## src/design/pfe_pkg.sv

```systemverilog
package pfe_pkg;

  // field widths
  localparam int ADDR_W     = 21;
  localparam int SRC_W      = 2;
  localparam int CHAR_W     = 7;
  localparam int WORD_W     = 32;
  localparam int MODE_W     = 2;
  localparam int CFG_IDX_W  = 1;
  localparam int CFG_DATA_W = 2;

  // frame geometry
  localparam int WORDS_PER_BATCH = 16;
  localparam int MAX_TEXT_CHARS  = 40;
  localparam int BATCH_IDX_W     = $clog2(WORDS_PER_BATCH);
  localparam int SLOT_W          = $clog2(2 * WORDS_PER_BATCH) + 1;
  localparam int CHARS_W         = 6;
  localparam int ACC_W           = 20;
  localparam int FILL_W          = 5;
  localparam int CMD_Q_DEPTH     = 4;

  localparam logic [SLOT_W-1:0] BATCH_SLOT = SLOT_W'(WORDS_PER_BATCH);
  localparam logic [SLOT_W-1:0] LAST_SLOT  = SLOT_W'(2 * WORDS_PER_BATCH);

  // code words and polynomial
  localparam logic [WORD_W-1:0] SYNC_WORD = 32'h7CD2_15D8;
  localparam logic [WORD_W-1:0] IDLE_WORD = 32'h7A89_C197;
  localparam logic [WORD_W-1:0] BCH_POLY  = 32'hED20_0000;
  localparam logic [CHAR_W-1:0] EOT_CHAR  = 7'h04;

  // item kinds
  localparam logic KIND_START = 1'b0;
  localparam logic KIND_CHAR  = 1'b1;

  // second batch modes
  localparam logic [MODE_W-1:0] MODE_DROP   = 2'd0;
  localparam logic [MODE_W-1:0] MODE_REPEAT = 2'd1;

  // register indexes
  localparam logic [CFG_IDX_W-1:0] CFG_IDX_MODE   = 1'd0;
  localparam logic [CFG_IDX_W-1:0] CFG_IDX_INVERT = 1'd1;

  // bch(31,21) layout: 21 data bits on top, 11 low bits of check and parity
  localparam int DATA_W = 21;
  localparam int REM_W  = 11;

  typedef logic [DATA_W-1:0][REM_W-1:0] bch_cols_t;

  // command between front and back
  typedef enum logic [2:0] {
    OP_ERR  = 3'd0,
    OP_SYNC = 3'd1,
    OP_WORD = 3'd2,
    OP_IDLE = 3'd3,
    OP_COPY = 3'd4
  } cmd_op_t;

  typedef struct packed {
    cmd_op_t             op;
    logic [WORD_W-1:0]   word;
    logic [SLOT_W-1:0]   target;
    logic                frame_end;
  } cmd_t;

  // check bits of each single data bit, worked out at elaboration
  function automatic bch_cols_t bch_cols_calc();
    bch_cols_t         cols;
    logic [WORD_W-1:0] r;
    int                b;
    int                i;
    for (b = 0; b < DATA_W; b++) begin
      r = WORD_W'(1) << (REM_W + b);
      for (i = 0; i < DATA_W; i++) begin
        if (r[WORD_W-1]) begin
          r = r ^ BCH_POLY;
        end
        r = r << 1;
      end
      cols[b] = r[WORD_W-1:DATA_W];
    end
    return cols;
  endfunction

  localparam bch_cols_t BCH_COLS = bch_cols_calc();

  // full codeword: data, check bits by superposition, even parity
  function automatic logic [WORD_W-1:0] bch_word(logic [DATA_W-1:0] data);
    logic [REM_W-1:0]  rem;
    logic [WORD_W-1:0] cw;
    int                b;
    rem = '0;
    for (b = 0; b < DATA_W; b++) begin
      if (data[b]) begin
        rem = rem ^ BCH_COLS[b];
      end
    end
    cw = {data, rem};
    if (^cw) begin
      cw[0] = 1'b1;
    end
    return cw;
  endfunction

  function automatic logic [CHAR_W-1:0] reverse7(logic [CHAR_W-1:0] c);
    logic [CHAR_W-1:0] r;
    int                i;
    for (i = 0; i < CHAR_W; i++) begin
      r[CHAR_W-1-i] = c[i];
    end
    return r;
  endfunction

endpackage

```

## src/design/pfe_in_if.sv

```systemverilog
interface pfe_in_if;
  import pfe_pkg::*;

  logic              valid;
  logic              ready;
  logic              kind;
  logic [ADDR_W-1:0] pager_address;
  logic [SRC_W-1:0]  address_source;
  logic [CHAR_W-1:0] character;
  logic              text_end;

  modport source (
    output valid, kind, pager_address, address_source, character, text_end,
    input  ready
  );

  modport sink (
    input  valid, kind, pager_address, address_source, character, text_end,
    output ready
  );
endinterface

```

## src/design/pfe_out_if.sv

```systemverilog
interface pfe_out_if;
  import pfe_pkg::*;

  logic              valid;
  logic              ready;
  logic [WORD_W-1:0] word;
  logic              is_sync;
  logic              batch_number;
  logic              error_code;
  logic              frame_end;

  modport source (
    output valid, word, is_sync, batch_number, error_code, frame_end,
    input  ready
  );

  modport sink (
    input  valid, word, is_sync, batch_number, error_code, frame_end,
    output ready
  );
endinterface

```

## src/design/pfe_cmd_q.sv

```systemverilog
module pfe_cmd_q (
  input  logic           clk,
  input  logic           rst_n,
  input  logic           push,
  input  pfe_pkg::cmd_t  push_cmd,
  output logic           full,
  input  logic           pop,
  output logic           empty,
  output pfe_pkg::cmd_t  head
);
  import pfe_pkg::*;

  localparam int PTR_W = $clog2(CMD_Q_DEPTH);
  localparam int CNT_W = $clog2(CMD_Q_DEPTH + 1);

  cmd_t             entry_r [CMD_Q_DEPTH];
  logic [PTR_W-1:0] wr_ptr_r;
  logic [PTR_W-1:0] rd_ptr_r;
  logic [CNT_W-1:0] count_r;

  assign full  = (count_r == CNT_W'(CMD_Q_DEPTH));
  assign empty = (count_r == '0);
  assign head  = entry_r[rd_ptr_r];

  // pointers and fill level
  always_ff @(posedge clk) begin
    if (!rst_n) begin
      wr_ptr_r <= '0;
      rd_ptr_r <= '0;
      count_r  <= '0;
    end else begin
      if (push) begin
        wr_ptr_r <= (wr_ptr_r == PTR_W'(CMD_Q_DEPTH - 1)) ? '0 : wr_ptr_r + 1'b1;
      end
      if (pop) begin
        rd_ptr_r <= (rd_ptr_r == PTR_W'(CMD_Q_DEPTH - 1)) ? '0 : rd_ptr_r + 1'b1;
      end
      if (push && !pop) begin
        count_r <= count_r + 1'b1;
      end else if (pop && !push) begin
        count_r <= count_r - 1'b1;
      end
    end
  end

  // entry storage
  always_ff @(posedge clk) begin
    if (push) begin
      entry_r[wr_ptr_r] <= push_cmd;
    end
  end

endmodule

```

## src/design/pfe_front.sv

```systemverilog
module pfe_front #(
  parameter int MAX_TEXT_CHARS = pfe_pkg::MAX_TEXT_CHARS
) (
  input  logic                       clk,
  input  logic                       rst_n,
  pfe_in_if.sink                     in_ch,
  input  logic [pfe_pkg::MODE_W-1:0] batch_mode,
  output logic                       q_push,
  output pfe_pkg::cmd_t              q_cmd,
  input  logic                       q_full
);
  import pfe_pkg::*;

  typedef enum logic [10:0] {
    F_IDLE  = 11'b000_0000_0001,
    F_ERR   = 11'b000_0000_0010,
    F_SYNC  = 11'b000_0000_0100,
    F_IDLES = 11'b000_0000_1000,
    F_ADDR  = 11'b000_0001_0000,
    F_CHAR  = 11'b000_0010_0000,
    F_EOT   = 11'b000_0100_0000,
    F_FLUSH = 11'b000_1000_0000,
    F_FILL1 = 11'b001_0000_0000,
    F_FILL2 = 11'b010_0000_0000,
    F_DONE  = 11'b100_0000_0000
  } front_state_t;

  typedef struct packed {
    logic              full;
    logic [ACC_W-1:0]  word_bits;
    logic [ACC_W-1:0]  acc;
    logic [FILL_W-1:0] filled;
  } pack_t;

  // shift seven bits into the accumulator, at most one word completes
  function automatic pack_t pack_bits(logic [ACC_W-1:0] acc, logic [FILL_W-1:0] filled,
                                      logic [CHAR_W-1:0] v);
    pack_t                    p;
    logic [ACC_W+CHAR_W-1:0]  tmp;
    logic [FILL_W:0]          sum;
    logic [2:0]               k;
    tmp = {acc, v};
    sum = {1'b0, filled} + (FILL_W+1)'(CHAR_W);
    k   = 3'(sum - (FILL_W+1)'(ACC_W));
    p.full = (sum >= (FILL_W+1)'(ACC_W));
    if (p.full) begin
      p.word_bits = ACC_W'(tmp >> k);
      p.acc       = tmp[ACC_W-1:0] & ((ACC_W'(1) << k) - ACC_W'(1));
      p.filled    = FILL_W'(k);
    end else begin
      p.word_bits = '0;
      p.acc       = tmp[ACC_W-1:0];
      p.filled    = sum[FILL_W-1:0];
    end
    return p;
  endfunction

  front_state_t       state_r, state_nxt;
  logic [ADDR_W-1:0]  addr_r, addr_nxt;
  logic [SRC_W-1:0]   src_r, src_nxt;
  logic [CHAR_W-1:0]  ch_r, ch_nxt;
  logic               last_r, last_nxt;
  logic               closes_r, closes_nxt;
  logic [ACC_W-1:0]   acc_r, acc_nxt;
  logic [FILL_W-1:0]  filled_r, filled_nxt;
  logic [SLOT_W-1:0]  slot_r, slot_nxt;
  logic [CHARS_W-1:0] chars_r, chars_nxt;
  logic               open_r, open_nxt;
  logic               hold_valid_r, hold_valid_nxt;
  cmd_t               hold_cmd_r, hold_cmd_nxt;

  logic               cand_valid;
  cmd_t               cand;
  logic               stall;
  pack_t              pk_char;
  pack_t              pk_eot;
  logic [SLOT_W-1:0]  start_slot;
  logic [ACC_W-1:0]   flush_bits;

  assign in_ch.ready = (state_r == F_IDLE);
  assign pk_char     = pack_bits(acc_r, filled_r, reverse7(ch_r));
  assign pk_eot      = pack_bits(acc_r, filled_r, reverse7(EOT_CHAR));
  assign start_slot  = SLOT_W'({addr_r[2:0], 1'b0});
  assign flush_bits  = acc_r << (FILL_W'(ACC_W) - filled_r);

  // step sequence: each step offers at most one command
  always_comb begin
    state_nxt  = state_r;
    addr_nxt   = addr_r;
    src_nxt    = src_r;
    ch_nxt     = ch_r;
    last_nxt   = last_r;
    closes_nxt = closes_r;
    acc_nxt    = acc_r;
    filled_nxt = filled_r;
    slot_nxt   = slot_r;
    chars_nxt  = chars_r;
    open_nxt   = open_r;
    cand_valid = 1'b0;
    cand       = '0;
    case (state_r)
      F_IDLE: begin
        if (in_ch.valid) begin
          addr_nxt = in_ch.pager_address;
          src_nxt  = in_ch.address_source;
          ch_nxt   = in_ch.character;
          last_nxt = in_ch.text_end;
          if (in_ch.kind == KIND_START) begin
            acc_nxt    = '0;
            filled_nxt = '0;
            slot_nxt   = '0;
            chars_nxt  = '0;
            if (in_ch.pager_address == '0) begin
              open_nxt   = 1'b0;
              closes_nxt = 1'b1;
              state_nxt  = F_ERR;
            end else begin
              open_nxt   = 1'b1;
              closes_nxt = in_ch.text_end;
              state_nxt  = F_SYNC;
            end
          end else if (open_r) begin
            closes_nxt = in_ch.text_end;
            if (chars_r < CHARS_W'(MAX_TEXT_CHARS)) begin
              state_nxt = F_CHAR;
            end else if (in_ch.text_end) begin
              state_nxt = F_EOT;
            end else begin
              state_nxt = F_DONE;
            end
          end
        end
      end
      F_ERR: begin
        cand_valid = 1'b1;
        cand.op    = OP_ERR;
        state_nxt  = F_DONE;
      end
      F_SYNC: begin
        cand_valid = 1'b1;
        cand.op    = OP_SYNC;
        state_nxt  = F_IDLES;
      end
      F_IDLES: begin
        cand_valid  = (start_slot != '0);
        cand.op     = OP_IDLE;
        cand.target = start_slot;
        slot_nxt    = start_slot;
        state_nxt   = F_ADDR;
      end
      F_ADDR: begin
        cand_valid = 1'b1;
        cand.op    = OP_WORD;
        cand.word  = bch_word({1'b0, addr_r[ADDR_W-1:3], src_r});
        slot_nxt   = start_slot + 1'b1;
        state_nxt  = last_r ? F_EOT : F_DONE;
      end
      F_CHAR: begin
        cand_valid = pk_char.full && (slot_r < LAST_SLOT);
        cand.op    = OP_WORD;
        cand.word  = bch_word({1'b1, pk_char.word_bits});
        acc_nxt    = pk_char.acc;
        filled_nxt = pk_char.filled;
        slot_nxt   = slot_r + SLOT_W'(cand_valid);
        chars_nxt  = chars_r + 1'b1;
        state_nxt  = last_r ? F_EOT : F_DONE;
      end
      F_EOT: begin
        cand_valid = pk_eot.full && (slot_r < LAST_SLOT);
        cand.op    = OP_WORD;
        cand.word  = bch_word({1'b1, pk_eot.word_bits});
        acc_nxt    = pk_eot.acc;
        filled_nxt = pk_eot.filled;
        slot_nxt   = slot_r + SLOT_W'(cand_valid);
        state_nxt  = F_FLUSH;
      end
      F_FLUSH: begin
        // trailing word goes out even when it holds no text bits
        cand_valid = (slot_r < LAST_SLOT);
        cand.op    = OP_WORD;
        cand.word  = bch_word({1'b1, flush_bits});
        acc_nxt    = '0;
        filled_nxt = '0;
        open_nxt   = 1'b0;
        slot_nxt   = slot_r + SLOT_W'(cand_valid);
        state_nxt  = F_FILL1;
      end
      F_FILL1: begin
        cand_valid  = (slot_r < BATCH_SLOT);
        cand.op     = OP_IDLE;
        cand.target = BATCH_SLOT;
        if (cand_valid) begin
          slot_nxt = BATCH_SLOT;
        end
        state_nxt = F_FILL2;
      end
      F_FILL2: begin
        // a message spilling into batch two always gets an idle-filled batch two
        cand_valid  = (slot_r < LAST_SLOT) &&
                      ((slot_r > BATCH_SLOT) || (batch_mode != MODE_DROP));
        cand.op     = ((batch_mode == MODE_REPEAT) && (slot_r == BATCH_SLOT)) ?
                      OP_COPY : OP_IDLE;
        cand.target = LAST_SLOT;
        if (cand_valid) begin
          slot_nxt = LAST_SLOT;
        end
        state_nxt = F_DONE;
      end
      F_DONE: begin
        state_nxt = F_IDLE;
      end
      default: begin
        state_nxt = F_IDLE;
      end
    endcase
  end

  // one command is held back so the last one of a transaction can carry frame_end
  always_comb begin
    q_push         = 1'b0;
    q_cmd          = hold_cmd_r;
    hold_valid_nxt = hold_valid_r;
    hold_cmd_nxt   = hold_cmd_r;
    if (state_r == F_DONE) begin
      stall           = hold_valid_r && q_full;
      q_cmd.frame_end = closes_r;
      if (hold_valid_r && !q_full) begin
        q_push         = 1'b1;
        hold_valid_nxt = 1'b0;
      end
    end else begin
      stall = cand_valid && hold_valid_r && q_full;
      if (cand_valid && !stall) begin
        q_push         = hold_valid_r;
        hold_valid_nxt = 1'b1;
        hold_cmd_nxt   = cand;
      end
    end
  end

  // control and packing state
  always_ff @(posedge clk) begin
    if (!rst_n) begin
      state_r      <= F_IDLE;
      acc_r        <= '0;
      filled_r     <= '0;
      slot_r       <= '0;
      chars_r      <= '0;
      open_r       <= 1'b0;
      closes_r     <= 1'b0;
      hold_valid_r <= 1'b0;
    end else begin
      hold_valid_r <= hold_valid_nxt;
      if (!stall) begin
        state_r  <= state_nxt;
        acc_r    <= acc_nxt;
        filled_r <= filled_nxt;
        slot_r   <= slot_nxt;
        chars_r  <= chars_nxt;
        open_r   <= open_nxt;
        closes_r <= closes_nxt;
      end
    end
  end

  // item fields and held command
  always_ff @(posedge clk) begin
    hold_cmd_r <= hold_cmd_nxt;
    if (!stall) begin
      addr_r <= addr_nxt;
      src_r  <= src_nxt;
      ch_r   <= ch_nxt;
      last_r <= last_nxt;
    end
  end

  a_idle_hold_empty: assert property (@(posedge clk) disable iff (!rst_n)
    state_r == F_IDLE |-> !hold_valid_r)
    else $error("front idle with a command still held");

  a_slot_range: assert property (@(posedge clk) disable iff (!rst_n)
    slot_r <= LAST_SLOT)
    else $error("front slot count past end of batch two");

  a_fill_range: assert property (@(posedge clk) disable iff (!rst_n)
    filled_r < FILL_W'(ACC_W))
    else $error("accumulator fill not below word size");

endmodule

```

## src/design/pfe_back.sv

```systemverilog
module pfe_back (
  input  logic           clk,
  input  logic           rst_n,
  input  logic           q_empty,
  input  pfe_pkg::cmd_t  q_head,
  output logic           q_pop,
  input  logic           invert,
  pfe_out_if.source      out_ch
);
  import pfe_pkg::*;

  logic [SLOT_W-1:0] slot_r, slot_nxt;
  logic              sync_done_r, sync_done_nxt;
  logic [WORD_W-1:0] store_r [WORDS_PER_BATCH];

  logic              out_valid_r;
  logic [WORD_W-1:0] out_word_r, out_word_nxt;
  logic              out_sync_r, out_sync_nxt;
  logic              out_batch_r, out_batch_nxt;
  logic              out_err_r, out_err_nxt;
  logic              out_end_r, out_end_nxt;

  logic              load;
  logic              slot_op;
  logic              store_wr;
  logic [WORD_W-1:0] slot_word;
  logic [SLOT_W-1:0] slot_inc;
  logic              cmd_last;

  assign out_ch.valid        = out_valid_r;
  assign out_ch.word         = out_word_r;
  assign out_ch.is_sync      = out_sync_r;
  assign out_ch.batch_number = out_batch_r;
  assign out_ch.error_code   = out_err_r;
  assign out_ch.frame_end    = out_end_r;

  assign load     = !q_empty && (!out_valid_r || out_ch.ready);
  assign slot_op  = (q_head.op == OP_WORD) || (q_head.op == OP_IDLE) ||
                    (q_head.op == OP_COPY);
  assign slot_inc = slot_r + 1'b1;

  // word for the current slot
  always_comb begin
    case (q_head.op)
      OP_WORD: slot_word = q_head.word;
      OP_COPY: slot_word = store_r[slot_r[BATCH_IDX_W-1:0]];
      default: slot_word = IDLE_WORD;
    endcase
  end

  // one result per cycle unless stalled; batch two sync goes in ahead of its first slot
  always_comb begin
    q_pop         = 1'b0;
    store_wr      = 1'b0;
    slot_nxt      = slot_r;
    sync_done_nxt = sync_done_r;
    out_word_nxt  = out_word_r;
    out_sync_nxt  = 1'b0;
    out_batch_nxt = 1'b0;
    out_err_nxt   = 1'b0;
    out_end_nxt   = 1'b0;
    cmd_last      = 1'b0;
    if (load) begin
      case (q_head.op)
        OP_ERR: begin
          q_pop        = 1'b1;
          out_word_nxt = '0;
          out_err_nxt  = 1'b1;
          out_end_nxt  = q_head.frame_end;
        end
        OP_SYNC: begin
          q_pop         = 1'b1;
          slot_nxt      = '0;
          sync_done_nxt = 1'b0;
          out_word_nxt  = invert ? ~SYNC_WORD : SYNC_WORD;
          out_sync_nxt  = 1'b1;
          out_end_nxt   = q_head.frame_end;
        end
        OP_WORD, OP_IDLE, OP_COPY: begin
          if ((slot_r == BATCH_SLOT) && !sync_done_r) begin
            sync_done_nxt = 1'b1;
            out_word_nxt  = invert ? ~SYNC_WORD : SYNC_WORD;
            out_sync_nxt  = 1'b1;
            out_batch_nxt = 1'b1;
          end else begin
            cmd_last      = (q_head.op == OP_WORD) || (slot_inc == q_head.target);
            q_pop         = cmd_last;
            store_wr      = (slot_r < BATCH_SLOT);
            slot_nxt      = slot_inc;
            out_word_nxt  = invert ? ~slot_word : slot_word;
            out_batch_nxt = (slot_r >= BATCH_SLOT);
            out_end_nxt   = cmd_last && q_head.frame_end;
          end
        end
        default: begin
          q_pop = 1'b1;
        end
      endcase
    end
  end

  // control state and output valid
  always_ff @(posedge clk) begin
    if (!rst_n) begin
      slot_r      <= '0;
      sync_done_r <= 1'b0;
      out_valid_r <= 1'b0;
    end else begin
      slot_r      <= slot_nxt;
      sync_done_r <= sync_done_nxt;
      if (load) begin
        out_valid_r <= 1'b1;
      end else if (out_ch.ready) begin
        out_valid_r <= 1'b0;
      end
    end
  end

  // output payload and batch one store
  always_ff @(posedge clk) begin
    if (load) begin
      out_word_r  <= out_word_nxt;
      out_sync_r  <= out_sync_nxt;
      out_batch_r <= out_batch_nxt;
      out_err_r   <= out_err_nxt;
      out_end_r   <= out_end_nxt;
    end
    if (store_wr) begin
      store_r[slot_r[BATCH_IDX_W-1:0]] <= slot_word;
    end
  end

  a_slot_in_frame: assert property (@(posedge clk) disable iff (!rst_n)
    load && slot_op |-> slot_r < LAST_SLOT)
    else $error("slot command issued past end of batch two");

  a_copy_batch_two: assert property (@(posedge clk) disable iff (!rst_n)
    load && (q_head.op == OP_COPY) |-> slot_r >= BATCH_SLOT)
    else $error("batch one copy read inside batch one");

  a_sync_batch_two: assert property (@(posedge clk) disable iff (!rst_n)
    load && slot_op && (slot_r == BATCH_SLOT) && !sync_done_r
    |=> out_valid_r && out_sync_r && out_batch_r)
    else $error("missing sync word at start of batch two");

endmodule

```

## src/design/pager_frame_encoder_top.sv

```systemverilog
// Paging frame encoder. A start transaction opens a frame and yields the batch sync
// word, idle words up to slot 2*(address mod 8) and the address codeword; a zero
// address instead yields a single error result. Character transactions are packed
// 20 bits per message codeword, and the last one closes the frame with EOT, the
// trailing word, idle fill and batch two as the mode register selects. Results
// leave through a registered output at one word per cycle once queued, while the
// receiver is ready; a closing transaction yields up to 34 results. The front step
// sequencer runs its steps for each transaction before in_ch.ready returns, and
// stalls while the four-entry command queue is full; the queue lets it run ahead
// of the output.
module pager_frame_encoder_top #(
  parameter int MAX_TEXT_CHARS = pfe_pkg::MAX_TEXT_CHARS
) (
  input  logic                           clk,
  input  logic                           rst_n,
  pfe_in_if.sink                         in_ch,
  pfe_out_if.source                      out_ch,
  input  logic                           cfg_wr_en,
  input  logic [pfe_pkg::CFG_IDX_W-1:0]  cfg_index,
  input  logic [pfe_pkg::CFG_DATA_W-1:0] cfg_wdata
);
  import pfe_pkg::*;

  logic [MODE_W-1:0] mode_r;
  logic              invert_r;

  logic              q_push;
  cmd_t              q_push_cmd;
  logic              q_full;
  logic              q_pop;
  logic              q_empty;
  cmd_t              q_head;

  // configuration registers
  always_ff @(posedge clk) begin
    if (!rst_n) begin
      mode_r   <= MODE_DROP;
      invert_r <= 1'b0;
    end else if (cfg_wr_en) begin
      case (cfg_index)
        CFG_IDX_MODE:   mode_r   <= cfg_wdata[MODE_W-1:0];
        CFG_IDX_INVERT: invert_r <= cfg_wdata[0];
        default: ;
      endcase
    end
  end

  pfe_front #(
    .MAX_TEXT_CHARS (MAX_TEXT_CHARS)
  ) u_front (
    .clk        (clk),
    .rst_n      (rst_n),
    .in_ch      (in_ch),
    .batch_mode (mode_r),
    .q_push     (q_push),
    .q_cmd      (q_push_cmd),
    .q_full     (q_full)
  );

  pfe_cmd_q u_cmd_q (
    .clk      (clk),
    .rst_n    (rst_n),
    .push     (q_push),
    .push_cmd (q_push_cmd),
    .full     (q_full),
    .pop      (q_pop),
    .empty    (q_empty),
    .head     (q_head)
  );

  pfe_back u_back (
    .clk     (clk),
    .rst_n   (rst_n),
    .q_empty (q_empty),
    .q_head  (q_head),
    .q_pop   (q_pop),
    .invert  (invert_r),
    .out_ch  (out_ch)
  );

endmodule

```

## src/flat_wrapper.sv

```systemverilog
// flat-port wrapper written by rule: the top's interface ports become plain ports
module pager_frame_encoder_top_flat import pfe_pkg::*;
#(
  parameter int MAX_TEXT_CHARS = pfe_pkg::MAX_TEXT_CHARS
)
  (clk, rst_n, cfg_wr_en, cfg_index, cfg_wdata, in_ch_valid, in_ch_kind, in_ch_pager_address, in_ch_address_source, in_ch_character, in_ch_text_end, in_ch_ready, out_ch_valid, out_ch_word, out_ch_is_sync, out_ch_batch_number, out_ch_error_code, out_ch_frame_end, out_ch_ready);
  pfe_in_if in_ch_i ();
  pfe_out_if out_ch_i ();
  input  logic clk;
  input  logic rst_n;
  input  logic cfg_wr_en;
  input  logic [pfe_pkg::CFG_IDX_W-1:0] cfg_index;
  input  logic [pfe_pkg::CFG_DATA_W-1:0] cfg_wdata;
  input wire logic [$bits(in_ch_i.valid)-1:0] in_ch_valid;
  input wire logic [$bits(in_ch_i.kind)-1:0] in_ch_kind;
  input wire logic [$bits(in_ch_i.pager_address)-1:0] in_ch_pager_address;
  input wire logic [$bits(in_ch_i.address_source)-1:0] in_ch_address_source;
  input wire logic [$bits(in_ch_i.character)-1:0] in_ch_character;
  input wire logic [$bits(in_ch_i.text_end)-1:0] in_ch_text_end;
  output wire logic [$bits(in_ch_i.ready)-1:0] in_ch_ready;
  output wire logic [$bits(out_ch_i.valid)-1:0] out_ch_valid;
  output wire logic [$bits(out_ch_i.word)-1:0] out_ch_word;
  output wire logic [$bits(out_ch_i.is_sync)-1:0] out_ch_is_sync;
  output wire logic [$bits(out_ch_i.batch_number)-1:0] out_ch_batch_number;
  output wire logic [$bits(out_ch_i.error_code)-1:0] out_ch_error_code;
  output wire logic [$bits(out_ch_i.frame_end)-1:0] out_ch_frame_end;
  input wire logic [$bits(out_ch_i.ready)-1:0] out_ch_ready;
  assign in_ch_i.valid = in_ch_valid;
  assign in_ch_i.kind = in_ch_kind;
  assign in_ch_i.pager_address = in_ch_pager_address;
  assign in_ch_i.address_source = in_ch_address_source;
  assign in_ch_i.character = in_ch_character;
  assign in_ch_i.text_end = in_ch_text_end;
  assign in_ch_ready = in_ch_i.ready;
  assign out_ch_valid = out_ch_i.valid;
  assign out_ch_word = out_ch_i.word;
  assign out_ch_is_sync = out_ch_i.is_sync;
  assign out_ch_batch_number = out_ch_i.batch_number;
  assign out_ch_error_code = out_ch_i.error_code;
  assign out_ch_frame_end = out_ch_i.frame_end;
  assign out_ch_i.ready = out_ch_ready;
  pager_frame_encoder_top #(.MAX_TEXT_CHARS(MAX_TEXT_CHARS)) u_core (.clk(clk), .rst_n(rst_n), .in_ch(in_ch_i), .out_ch(out_ch_i), .cfg_wr_en(cfg_wr_en), .cfg_index(cfg_index), .cfg_wdata(cfg_wdata));
endmodule
```

## config.mk

```make
export PLATFORM = sky130hd
export DESIGN_NAME = pager_frame_encoder_top_flat
export DESIGN_NICKNAME = d
export VERILOG_FILES = /design/src/design/pfe_pkg.sv /design/src/design/pfe_in_if.sv /design/src/design/pfe_out_if.sv /design/src/design/pfe_cmd_q.sv /design/src/design/pfe_front.sv /design/src/design/pfe_back.sv /design/src/design/pager_frame_encoder_top.sv /design/src/flat_wrapper.sv
export SDC_FILE = /design/constraint.sdc
export NUM_CORES = 1
export LEC_CHECK = 0
export BUFFER_PORTS_ARGS = -buffer_cell sky130_fd_sc_hd__clkbuf_2
export CORE_MARGIN = 2
export CORE_UTILIZATION = 30
export CTS_CLUSTER_DIAMETER = 150
export CTS_CLUSTER_SIZE = 25
export DETAILED_ROUTE_END_ITERATION = 10
export PLACE_DENSITY_LB_ADDON = 0.3
export SLEW_MARGIN = 20
export SYNTH_ARGS = -nofsm -noshare
export SYNTH_HDL_FRONTEND = slang
export SYNTH_SLANG_ARGS = --single-unit
```

## constraint.sdc

```tcl
create_clock -name clk -period 5.8 [get_ports clk]
set_input_delay 0.29 -clock clk [delete_from_list [all_inputs] [get_ports clk]]
set_output_delay 0.29 -clock clk [all_outputs]
set_load 0.01 [all_outputs]
```

==> results.md, run 1 <==
* Worst hold path type: in -> reg
* Measured slew at the worst slew-check pin at approximately 1.2 ns
* Number of register bits inferred by synthesis at roughly 860
* Share of Yosys cell area claimed by the top area cell type at between 50% and 60%
* Maximum Capacitance Violations at 0
* Setup crit start kind: flip-flop
* Routability cong. at 0.919
* Async S/R FF share, synth at 0%
* Critical path origin: u_core.u_front.filled_r[1]$_SDFFE_PN0P_
* Instance area at placement at 0.0432 mm^2
* Crit-path max FO at 23
* CTS sink cnt at ~860
* Worst relative slew slack at ~22%
* Cell Area, Synth at between 0.04 and 0.05 mm^2
* Top cells by area, synth: sky130_fd_sc_hd__edfxtp_1, sky130_fd_sc_hd__mux4_2, sky130_fd_sc_hd__xnor2_1
* Clock-pin slew on the worst setup and hold paths at ~0.1 ns
* Net Count, Synth at around 2700
* Share of final-layout standard cells stronger than drive strength 1 at around a fifth
* Drc violations at 0
* Pre-Repair DR Iteration Count at 8
* Endpoints failing setup at 0
* DIE AREA at roughly 0.14 mm^2
* Number of routed nets with antenna violations at 0
* Number of max-slew violations in the final report at 0
* Setup fix buffers added after clock tree synthesis at 0
* Leakage dissipation at 13.9 nW
* Initial DRC count at ~1800
* Total routing usage reported by global routing at between 10% and 20%
* Data required time at the worst endpoint at 6.12 ns
* Std cell rows at ~130
* Synth Area per Inst at between 15 and 20 um^2
* Detailed placer's ending HPWL at approximately 70000 um
* Die Span Y at 371 um
* Detailed-route wire length per cell at about 23 um
* Utilization of the core after routing at roughly a third
* Launch point of the worst hold path: cfg_index
* Count of placed standard cells including taps at approximately 4400
* Total power at between 15 and 20 mW
* Final Skew at roughly 0.058 ns
* Sequential element share of the synthesized area at between 60 and 70%
* Clock period minus worst slack at around 5.4 ns
* Via count of the first global-routing pass at around 23000
* Number of clock buffers inserted by TritonCTS at 40
* Number of H-tree levels at 2
* Routed wire length on met2 at 50100 um
* Ys flop type: sky130_fd_sc_hd__edfxtp_1
* Count of boundary I/O pins at 78
* Antenna violations before repair at 6
* Worst setup path class: reg -> reg
* Start of the worst register-to-register path: u_core.u_front.filled_r[1]$_SDFFE_PN0P_
* Final clock period utilization by the worst path at roughly 92%
* Yosys warnings at 0
* Final total negative setup slack at 0 ns
* Largest area contributor in the synthesized netlist: sky130_fd_sc_hd__edfxtp_1
* Average vias per placed instance at between 4 and 5
* Uppermost layer routed: met5
* Final number of hold-violating endpoints at 0
* Total of buffers placed on input and output ports at 77
* Number of cells in the finished layout apart from fillers at between 4000 and 5000
* Gate count of the mapped netlist at roughly 2600
* List of most frequent post-synthesis cells: sky130_fd_sc_hd__edfxtp_1, sky130_fd_sc_hd__xnor2_1, sky130_fd_sc_hd__mux4_2
* Maximum ir drop on the vdd rail at 0.431 mV
* Data arrival time of the critical path at 5.67 ns
* Power per Cell Area at ~360 mW/mm^2
* Layout Nets at ~2800
* Fmax achieved at around 0.19 GHz
* Unrepaired setup endpoints after global routing: false
* Final Routed Wirelength at approximately 100000 um
* Number of different library cells in the post-synthesis netlist at 86
* Kind of end point of the critical path: flip-flop
* Synthesis-to-finish area growth at 10.9%
* Post-synth EDFFs at 783
* Max clock buf depth at 3
* TritonCTS clock tree: yes
* Filler cell count in the final layout at 13000
* Largest net degree at the start of global routing at 70
* Cell area after layout at 0.0447 mm^2
* Most common cell in the netlist: sky130_fd_sc_hd__edfxtp_1
* Result of the run: finished clean
* Wire length of the first global-routing pass at 156000 um
* Met3 Routed Length at about 5600 um
* Area of the core at approximately 0.13 mm^2
* Width of the die at approximately 370 um
* Root Driver: sky130_fd_sc_hd__clkbuf_16
* Clock latency on the worst-skew pair at approximately 0.63 ns
* Sum of routed wire segments on met1 at between 40000 and 50000 um
* Total number of vias at 22500
* Effective utilization at floorplan at between 30% and 40%
* Overflow left after global routing at 0
## power by group
part	internal [mW]	switching [mW]	total (mW)	leakage, nW
Sequential	7.59	0.323	7.92	7.69
Combinational	2.04	2.97	5.01	5.68
Clock	1.31	1.90	3.21	0.548
## worst paths after layout
path	endpoint	slack [ns]	cells past startpoint
hold / removal	u_core.mode_r[1]$_SDFFE_PN0P_	0.05	3
setup / recovery	u_core.u_front.q_cmd[7]$_DFFE_PP_	0.45	14
hold reg to reg	u_core.u_back.out_ch.valid$_SDFFE_PN0P_	0.49	2
setup reg to reg	u_core.u_front.q_cmd[7]$_DFFE_PP_	0.45	14
## registers in the layout, indices dropped and copies added, names as in the netlist, 3 cells and up, named ones only
name and cells:
u_core.u_cmd_q.entry_r 164, u_core.u_front.filled_r 5, u_core.u_front.q_cmd 40, u_core.u_back.store_r 512, u_core.u_front.state_r 11, u_core.u_front.addr_r 21
u_core.u_front.acc_r 20, u_core.u_front.chars_r 6, u_core.u_front.slot_r 6, u_core.u_cmd_q.count_r 3, u_core.u_back.slot_r 6, u_core.u_back.out_ch.word 32
u_core.u_front.ch_r 7
## repair_timing
item	in CTS	in global routing
hold buffers	37	0
resized for setup	0	0
hold endpoints to repair	36	0
## layout make-up
| type | instances | area, um^2 | share of cell area, % |
|---|---|---|---|
| clock inverter | 5 | 87.6 | 0.196 |
| multi-input combinational | 1571 | 14600 | 32.6 |
| timing repair buffer | 225 | 1660 | 3.72 |
| antenna | 1 | 2.50 | 0.00559 |
| tap | 1768 | 2210 | 4.95 |
| clock buffer | 54 | 1050 | 2.36 |
| sequential | 858 | 25000 | 56.0 |
| inverter | 26 | 97.6 | 0.218 |
## cells in the final DEF, fill, tap and decap left out, types with 7 or more instances in the layout
cell / instances
sky130_fd_sc_hd__a21boi_0: 32
sky130_fd_sc_hd__a21oi_1: 107
sky130_fd_sc_hd__a31oi_1: 9
sky130_fd_sc_hd__and2_1: 27
sky130_fd_sc_hd__and3_1: 15
sky130_fd_sc_hd__buf_4: 105
sky130_fd_sc_hd__clkbuf_1: 14
sky130_fd_sc_hd__clkbuf_16: 40
sky130_fd_sc_hd__clkbuf_2: 77
sky130_fd_sc_hd__dfxtp_1: 67
sky130_fd_sc_hd__dlygate4sd3_1: 37
sky130_fd_sc_hd__edfxtp_1: 783
sky130_fd_sc_hd__ha_1: 19
sky130_fd_sc_hd__inv_1: 26
sky130_fd_sc_hd__mux2_2: 40
sky130_fd_sc_hd__mux2i_1: 93
sky130_fd_sc_hd__mux4_2: 196
sky130_fd_sc_hd__nand2_1: 146
sky130_fd_sc_hd__nand2b_1: 13
sky130_fd_sc_hd__nand3_1: 34
sky130_fd_sc_hd__nor2_1: 124
sky130_fd_sc_hd__nor2_4: 17
sky130_fd_sc_hd__nor2b_1: 19
sky130_fd_sc_hd__nor3_1: 35
sky130_fd_sc_hd__o211ai_1: 8
sky130_fd_sc_hd__o21a_1: 7
sky130_fd_sc_hd__o21ai_0: 124
sky130_fd_sc_hd__o21ai_1: 7
sky130_fd_sc_hd__o221ai_1: 9
sky130_fd_sc_hd__or3_1: 9
sky130_fd_sc_hd__xnor2_1: 213
sky130_fd_sc_hd__xnor2_2: 14
sky130_fd_sc_hd__xnor3_1: 20
sky130_fd_sc_hd__xor2_1: 93
## cell families (layout without fill, tap and decap cells)
| kind of cell | after synthesis | after routing | synth area share, % |
|---|---|---|---|
| other cells | 0 | 1 | 0 |
| xor+xnor | 348 | 348 | 8.78 |
| buf+inv | 190 | 310 | 2.29 |
| simple gates | 487 | 487 | 5.68 |
| mux | 339 | 339 | 14.8 |
| compound gates | 376 | 376 | 5.74 |
| fa+ha+maj | 21 | 21 | 0.670 |
| flops | 858 | 858 | 62.0 |
## metrics by stage
| step | hold slack (ns) | worst slack, ns |
|---|---|---|
| 6_report | 0.0528 | 0.447 |
| 5_1_grt | 0.0317 | 0.189 |
| 3_5_place_dp | 0.469 | 0.583 |
| 3_3_place_gp | 0.469 | 0.639 |
| 4_1_cts | 0.0245 | 0.494 |
| 2_1_floorplan | 0.389 | 1.11 |
## layer usage
metal  GRT usage (%)  vias to the layer above
met2            25.1                      598
met4            4.46                        4
met5               0                        -
met1            20.4                    11600
met3            2.29                      137
li1                -                    10200
## worst max-delay path: stages, from the launching register on
cell and delay, ns:
sky130_fd_sc_hd__dfxtp_1 0.50, sky130_fd_sc_hd__inv_1 0.14, sky130_fd_sc_hd__ha_2 0.79, sky130_fd_sc_hd__mux2i_1 0.34, sky130_fd_sc_hd__mux4_1 0.87, sky130_fd_sc_hd__xnor2_4 0.34
sky130_fd_sc_hd__xor2_1 0.20, sky130_fd_sc_hd__xnor3_1 0.44, sky130_fd_sc_hd__xnor3_1 0.27, sky130_fd_sc_hd__xor2_1 0.18, sky130_fd_sc_hd__xnor3_1 0.24, sky130_fd_sc_hd__nand2_1 0.08
sky130_fd_sc_hd__xnor3_1 0.42, sky130_fd_sc_hd__nand3_1 0.12, sky130_fd_sc_hd__o2111ai_2 0.11
(Power assumes the default switching activity.)
==> run 2: changes to the inputs <==
--- a/config.mk
+++ b/config.mk
@@ -5,7 +5,7 @@
 export SDC_FILE = /design/constraint.sdc
 export NUM_CORES = 1
 export LEC_CHECK = 0
-export BUFFER_PORTS_ARGS = -buffer_cell sky130_fd_sc_hd__clkbuf_2
+export BUFFER_PORTS_ARGS = -buffer_cell sky130_fd_sc_hd__buf_4
 export CORE_MARGIN = 2
 export CORE_UTILIZATION = 30
 export CTS_CLUSTER_DIAMETER = 150
==> constraint.sdc (replaced) <==
create_clock -name clk -period 6.79 [get_ports clk]
set_input_delay 0.3395 -clock clk [delete_from_list [all_inputs] [get_ports clk]]
set_output_delay 0.3395 -clock clk [all_outputs]
set_load 0.01 [all_outputs]
==> run 2 against run 1 <==
Net effect: combinational power down 14%; largest cell class unchanged; maximum frequency down 3.5%; highest routed layer unchanged; worst hold slack worse by 0.013 ns; first-iteration DRC count up 6.4%; total power down 14%.
==> results.md, run 2 (synthesis gave the netlist of run 1 again) <==
* Width of the die at 371 um (unchanged)
* Detailed placer's ending HPWL at 68100 um (was 69700 um)
* Unrepaired setup endpoints after global routing: false (unchanged)
* Crit-path max FO at 38 (was 23)
* Count of boundary I/O pins at 78 (unchanged)
* Filler cell count in the final layout at 13000 (about the same)
* Total number of vias at 22500 (about the same)
* Clock latency on the worst-skew pair at 0.62 ns (was 0.63 ns)
* Initial DRC count at 1959 (was 1841)
* Area occupied by multi-input gates at 0.0146 mm^2 (about the same)
* Data required time at the worst endpoint at 7.13 ns (was 6.12 ns)
* Worst relative slew slack at 24.3% (was 22.3%)
* Number of clock buffers inserted by TritonCTS at 41 (was 40)
* Register-to-Register Path Depth at 14 (unchanged)
* Root Driver: sky130_fd_sc_hd__clkbuf_16 (unchanged)
* Commonest non-fill, non-tap cells in the layout: sky130_fd_sc_hd__edfxtp_1, sky130_fd_sc_hd__xnor2_1, sky130_fd_sc_hd__mux4_2 (unchanged)
* Clock-pin slew on the worst setup and hold paths at 0.10 ns (about the same)
* R2R setup slack at 1.24 ns (was 0.45 ns)
* Kind of end point of the critical path: flip-flop (unchanged)
* Tightest hold margin at 0.0403 ns (was 0.0528 ns)
* Leakage dissipation at 13.8 nW (was 13.9 nW)
* Average vias per placed instance at 5.01 (was 5.00)
* Launch point of the worst hold path: cfg_wr_en (was cfg_index)
* Area of the core at 0.133 mm^2 (unchanged)
* Final number of hold-violating endpoints at 0 (unchanged)
* Via count of the first global-routing pass at 22500 (was 23100)
* Endpoints failing setup at 0 (unchanged)
* Pre-Repair DR Iteration Count at 5 (was 8)
* Die Span Y at 371 um (unchanged)
* Largest net degree at the start of global routing at 70 (unchanged)
* Data arrival time of the critical path at 5.89 ns (was 5.67 ns)
* Hold-critical path endpoint: u_core.invert_r$_SDFFE_PN0P_ (was u_core.mode_r[1]$_SDFFE_PN0P_)
* Routability cong. at 0.917 (was 0.919)
* Number of instances on the worst hold path at 3 (unchanged)
* Detailed-route wire length per cell at 23.2 um (about the same)
* Most common library cell in the layout ignoring fill and taps: sky130_fd_sc_hd__edfxtp_1 (unchanged)
* Wire length of the first global-routing pass at 153000 um (was 156000 um)
* Start of the worst register-to-register path: u_core.u_front.filled_r[1]$_SDFFE_PN0P_ (unchanged)
* Antenna violations before repair at 2 (was 6)
* Worst setup path class: reg -> reg (unchanged)
* Std cell rows at 134 (unchanged)
* Total routing usage reported by global routing at 14.9% (was 15.1%)
* Maximum Capacitance Violations at 0 (unchanged)
* DIE AREA at 0.137 mm^2 (unchanged)
* Area of all sequential standard cells at 0.0250 mm^2 (unchanged)
* R2R Path End: u_core.u_front.q_cmd[7]$_DFFE_PP_ (unchanged)
* Synthesis-to-finish area growth at 10.9% (unchanged)
* Measured slew at the worst slew-check pin at 1.13 ns (was 1.16 ns)
* Clock period minus worst slack at 5.55 ns (was 5.35 ns)
* Final Skew at 0.0376 ns (was 0.0576 ns)
* Final clock period utilization by the worst path at 81.7% (was 92.3%)
* Total of buffers placed on input and output ports at 77 (unchanged)
* Number of routed nets with antenna violations at 0 (unchanged)
* Effective utilization at floorplan at 30.2% (unchanged)
* Layout Nets at 2753 (was 2783)
* Final total negative setup slack at 0 ns (unchanged)
* Max clock buf depth at 3 (unchanged)
* Result of the run: finished clean (unchanged)
* Number of flip-flops under the largest register name at 512 (unchanged)
* Setup crit start kind: flip-flop (unchanged)
* Final Routed Wirelength at 104000 um (was 105000 um)
* Final Worst Setup Slack at 1.24 ns (was 0.447 ns)
* Share of final-layout standard cells stronger than drive strength 1 at 19.6% (was 20.3%)
* Overflow left after global routing at 0 (unchanged)
* Drc violations at 0 (unchanged)
* Maximum ir drop on the vdd rail at 0.393 mV (was 0.431 mV)
* Power per Cell Area at 311 mW/mm^2 (was 361 mW/mm^2)
* TritonCTS clock tree: yes (unchanged)
* Fmax achieved at 0.180 GHz (was 0.187 GHz)
* Number of instances resized during post-cts repair at 0 (unchanged)
* Number of H-tree levels at 2 (unchanged)
* Worst hold path type: in -> reg (unchanged)
* Number of max-slew violations in the final report at 0 (unchanged)
* Pre-CTS WS at 1.31 ns (was 0.583 ns)
* CTS sink cnt at 858 (unchanged)
-- run 2: worst max path at each step --
| stage | from | endpoint | cells past startpoint |
|---|---|---|---|
| 4_1_cts | u_core.u_front.filled_r[1]$_SDFFE_PN0P_ | u_core.u_front.q_cmd[7]$_DFFE_PP_ | 14 |
| 6_report | u_core.u_front.filled_r[1]$_SDFFE_PN0P_ | u_core.u_front.q_cmd[7]$_DFFE_PP_ | 14 |
| 5_1_grt | u_core.u_front.filled_r[1]$_SDFFE_PN0P_ | u_core.u_front.q_cmd[7]$_DFFE_PP_ | 14 |
| 2_1_floorplan | u_core.u_front.filled_r[0]$_SDFFE_PN0P_ | u_core.u_front.q_cmd[7]$_DFFE_PP_ | 19 |
| 3_3_place_gp | u_core.u_front.filled_r[1]$_SDFFE_PN0P_ | u_core.u_front.q_cmd[7]$_DFFE_PP_ | 14 |
| 3_5_place_dp | u_core.u_front.filled_r[1]$_SDFFE_PN0P_ | u_core.u_front.q_cmd[7]$_DFFE_PP_ | 14 |
-- run 2: power by group --
group	internal [mW]	total, mW	switching [mW]
combinational	1.78	4.29	2.51
clock	1.19	2.84	1.65
sequential	6.49	6.77	0.284
-- run 2: area by class of cell --
type,count,share of cell area [%]
multi-input combinational,1571,32.6
antenna,1,0.00559
clock inverter,4,0.185
sequential,858,56.0
clock buffer,56,2.51
tap,1768,4.95
inverter,26,0.218
timing repair buffer,194,3.56
-- run 2: through the flow --
step / instance area [um^2] / util (%) / total power, mW / cells
after global routing: 44700 / 33.5 / 14.6 / 4477
after CTS: 44700 / 33.5 / 14.1 / 4476
final: 44700 / 33.5 / 13.9 / 4478
after detailed placement: 43100 / 32.3 / 11.2 / 4381
after floorplan: 40400 / - / 9.76 / 2619
after global placement: 43100 / 32.3 / 11.2 / 4381
-- run 2: critical path, stage by stage, from the launching register on --
cell,delay [ns]
sky130_fd_sc_hd__dfxtp_1,0.49
sky130_fd_sc_hd__inv_1,0.13
sky130_fd_sc_hd__ha_2,1.00
sky130_fd_sc_hd__mux2i_1,0.42
sky130_fd_sc_hd__mux4_1,0.87
sky130_fd_sc_hd__xnor2_4,0.34
sky130_fd_sc_hd__xor2_1,0.17
sky130_fd_sc_hd__xnor3_1,0.43
sky130_fd_sc_hd__xnor3_1,0.26
sky130_fd_sc_hd__xor2_1,0.17
sky130_fd_sc_hd__xnor3_1,0.25
sky130_fd_sc_hd__nand2_1,0.08
sky130_fd_sc_hd__xnor3_1,0.41
sky130_fd_sc_hd__nand3_1,0.13
sky130_fd_sc_hd__o2111ai_2,0.11
-- run 2: repair_timing --
action | CTS | global route
buffers inserted | 0 | 0
hold buffers | 35 | 0
hold endpoints to repair | 35 | 0
-- run 2: layer usage --
metal	part of all wire (%)	global-route usage [%]	up-vias
met5	0.017	0	-
met4	2.7	4.17	2
met3	4.3	1.51	139
met2	47	24.1	556
met1	46	21.2	11600
li1	-	-	10100
==> run 3: changes to the inputs <==
==> constraint.sdc (replaced) <==
create_clock -name clk -period 5.46 [get_ports clk]
set_input_delay 0.273 -clock clk [delete_from_list [all_inputs] [get_ports clk]]
set_output_delay 0.273 -clock clk [all_outputs]
set_load 0.01 [all_outputs]
==> run 3 against run 2 <==
Net effect: sequential share of layout area shrank 0.44 points; clock skew is 0.0062 ns higher; final area up 0.79%; first-iteration DRC count rose by 14%; cell count up 0.98%; via count grew 0.78%; total power increased by 24%; combinational power rose by 26%.
==> results.md, run 3 (synthesis gave the netlist of run 1 again) <==
* Endpoints failing setup at 0 (unchanged)
* CTS sink cnt at 858 (unchanged)
* Commonest non-fill, non-tap cells in the layout: sky130_fd_sc_hd__edfxtp_1, sky130_fd_sc_hd__xnor2_1, sky130_fd_sc_hd__mux4_2 (unchanged)
* Result of the run: finished clean (unchanged)
* Hold-critical path endpoint: u_core.mode_r[0]$_SDFFE_PN0P_ (was u_core.invert_r$_SDFFE_PN0P_)
* Maximum ir drop on the vdd rail at 0.337 mV (was 0.393 mV)
* TritonCTS clock tree: yes (unchanged)
* Instance area at placement at 0.0435 mm^2 (was 0.0431 mm^2)
* Layout Nets at 2793 (was 2753)
* Worst hold path type: in -> reg (unchanged)
* R2R Path End: u_core.u_front.q_cmd[7]$_DFFE_PP_ (unchanged)
* Initial DRC count at 2236 (was 1959)
* Final total negative setup slack at 0 ns (unchanged)
* Most common library cell in the layout ignoring fill and taps: sky130_fd_sc_hd__edfxtp_1 (unchanged)
* Detailed-route wire length per cell at 23.5 um (was 23.2 um)
* Pre-Repair DR Iteration Count at 5 (unchanged)
* Count of boundary I/O pins at 78 (unchanged)
* Clock latency on the worst-skew pair at 0.65 ns (was 0.62 ns)
* Final Skew at 0.0438 ns (was 0.0376 ns)
* Filler cell count in the final layout at 12900 (was 13000)
* Antenna violations before repair at 4 (was 2)
* Clock period minus worst slack at 5.08 ns (was 5.55 ns)
* Detailed placer's ending HPWL at 70400 um (was 68100 um)
* Average vias per placed instance at 5.00 (was 5.01)
* Number of H-tree levels at 2 (unchanged)
* Max clock buf depth at 3 (unchanged)
* Measured slew at the worst slew-check pin at 1.12 ns (was 1.13 ns)
* Maximum Capacitance Violations at 0 (unchanged)
* Synthesis-to-finish area growth at 11.7% (was 10.9%)
* Area of the core at 0.133 mm^2 (unchanged)
* DIE AREA at 0.137 mm^2 (unchanged)
* Wire length of the first global-routing pass at 157000 um (was 153000 um)
* Number of instances resized during post-cts repair at 0 (unchanged)
* Launch point of the worst hold path: cfg_wr_en (unchanged)
* Register-to-Register Path Depth at 14 (unchanged)
* R2R setup slack at 0.38 ns (was 1.24 ns)
* Total number of vias at 22600 (was 22500)
* Clock-pin slew on the worst setup and hold paths at 0.11 ns (was 0.10 ns)
* Unrepaired setup endpoints after global routing: false (unchanged)
* Number of instances on the worst hold path at 4 (was 3)
* Share of final-layout standard cells stronger than drive strength 1 at 20.6% (was 19.6%)
* Number of flip-flops under the largest register name at 512 (unchanged)
* Area occupied by multi-input gates at 0.0146 mm^2 (unchanged)
* Worst setup path class: reg -> reg (unchanged)
* Antenna diode count at 0 (was 1)
* Fmax achieved at 0.197 GHz (was 0.180 GHz)
* Number of max-slew violations in the final report at 0 (unchanged)
* Std cell rows at 134 (unchanged)
* Final number of hold-violating endpoints at 0 (unchanged)
* Final Routed Wirelength at 106000 um (was 104000 um)
* Drc violations at 0 (unchanged)
* Worst relative slew slack at 25.1% (was 24.3%)
* Root Driver: sky130_fd_sc_hd__clkbuf_16 (unchanged)
* Start of the worst register-to-register path: u_core.u_front.filled_r[1]$_SDFFE_PN0P_ (unchanged)
* Effective utilization at floorplan at 30.2% (unchanged)
* Total of buffers placed on input and output ports at 77 (unchanged)
* Die Span Y at 371 um (unchanged)
* Leakage dissipation at 14.0 nW (was 13.8 nW)
* Power per Cell Area at 383 mW/mm^2 (was 311 mW/mm^2)
* Total routing usage reported by global routing at 15.3% (was 14.9%)
* Data required time at the worst endpoint at 5.81 ns (was 7.13 ns)
* Overflow left after global routing at 0 (unchanged)
* Width of the die at 371 um (unchanged)
* Area of all sequential standard cells at 0.0250 mm^2 (unchanged)
* Final clock period utilization by the worst path at 93.1% (was 81.7%)
* Largest net degree at the start of global routing at 70 (unchanged)
* Via count of the first global-routing pass at 22700 (was 22500)
* Number of routed nets with antenna violations at 0 (unchanged)
* Setup crit start kind: flip-flop (unchanged)
* Number of clock buffers inserted by TritonCTS at 40 (was 41)
* Crit-path max FO at 14 (was 38)
* Cell area after layout at 0.0451 mm^2 (was 0.0447 mm^2)
* Routability cong. at 0.945 (was 0.917)
* Kind of end point of the critical path: flip-flop (unchanged)
* Utilization of the core after routing at 33.8% (was 33.5%)
* Data arrival time of the critical path at 5.43 ns (was 5.89 ns)
* Tightest hold margin at 0.0781 ns (was 0.0403 ns)
[run 3: per-stage QoR]
| stage | power [mW] | worst slack, ns | cells |
|---|---|---|---|
| floorplan | 12.1 | 0.765 | 2619 |
| detailed placement | 14.0 | 0.486 | 4418 |
| CTS | 17.5 | 0.429 | 4521 |
| global placement | 14.0 | 0.517 | 4418 |
| global route | 18.1 | 0.0650 | 4522 |
| finish | 17.3 | 0.378 | 4522 |
[run 3: where the power goes]
part           total (mW)  leakage [nW]  switching, mW  internal, mW
registers            8.41          7.69          0.343          8.07
logic                5.39          5.80           3.16          2.24
clock network        3.46         0.558           2.03          1.43
[run 3: timing repair]
item | in CTS | in global routing
setup buffers | 0 | 0
hold buffers | 39 | 0
hold endpoints to repair | 36 | 0
[run 3: final cells by class]
class	count	area share, %
Sequential cell	858	55.5
Clock inverter	4	0.133
Timing Repair Buffer	235	4.43
Tap cell	1768	4.91
Clock buffer	60	2.43
Inverter	26	0.216
Multi-Input combinational cell	1571	32.4
[run 3: how the worst max path moves through the flow]
stage	from	end	slack, ns	depth (start not counted)
floorplan	u_core.u_front.filled_r[0]$_SDFFE_PN0P_	u_core.u_front.q_cmd[7]$_DFFE_PP_	0.77	19
global placement	u_core.u_front.filled_r[1]$_SDFFE_PN0P_	u_core.u_front.q_cmd[7]$_DFFE_PP_	0.52	14
detailed placement	u_core.u_front.filled_r[1]$_SDFFE_PN0P_	u_core.u_front.q_cmd[7]$_DFFE_PP_	0.49	14
CTS	u_core.u_front.filled_r[1]$_SDFFE_PN0P_	u_core.u_front.q_cmd[7]$_DFFE_PP_	0.43	14
global route	u_core.u_front.filled_r[1]$_SDFFE_PN0P_	u_core.u_front.q_cmd[7]$_DFFE_PP_	0.06	15
finish	u_core.u_front.filled_r[1]$_SDFFE_PN0P_	u_core.u_front.q_cmd[7]$_DFFE_PP_	0.38	14
[run 3: critical path, cell delays in order (launching register included)]
cell and delay (ns):
sky130_fd_sc_hd__dfxtp_1 0.51, sky130_fd_sc_hd__inv_1 0.14, sky130_fd_sc_hd__ha_2 0.57, sky130_fd_sc_hd__buf_4 0.29, sky130_fd_sc_hd__mux2i_1 0.42, sky130_fd_sc_hd__mux2i_1 0.26
sky130_fd_sc_hd__xor2_1 0.22, sky130_fd_sc_hd__a21oi_1 0.41, sky130_fd_sc_hd__xor2_1 0.28, sky130_fd_sc_hd__xnor3_1 0.47, sky130_fd_sc_hd__nor2_1 0.27, sky130_fd_sc_hd__xnor3_1 0.38
sky130_fd_sc_hd__xnor3_1 0.36, sky130_fd_sc_hd__nand2_1 0.10, sky130_fd_sc_hd__o2111ai_2 0.11
[run 3: routing by layer]
metal / global-route usage [%] / up-vias / share of wire (%)
met5: 0 / - / 0.012
met4: 4.62 / 2 / 2.9
met3: 1.85 / 119 / 4.6
met2: 24.7 / 574 / 48
met1: 21.6 / 11700 / 45
li1: - / 10200 / -
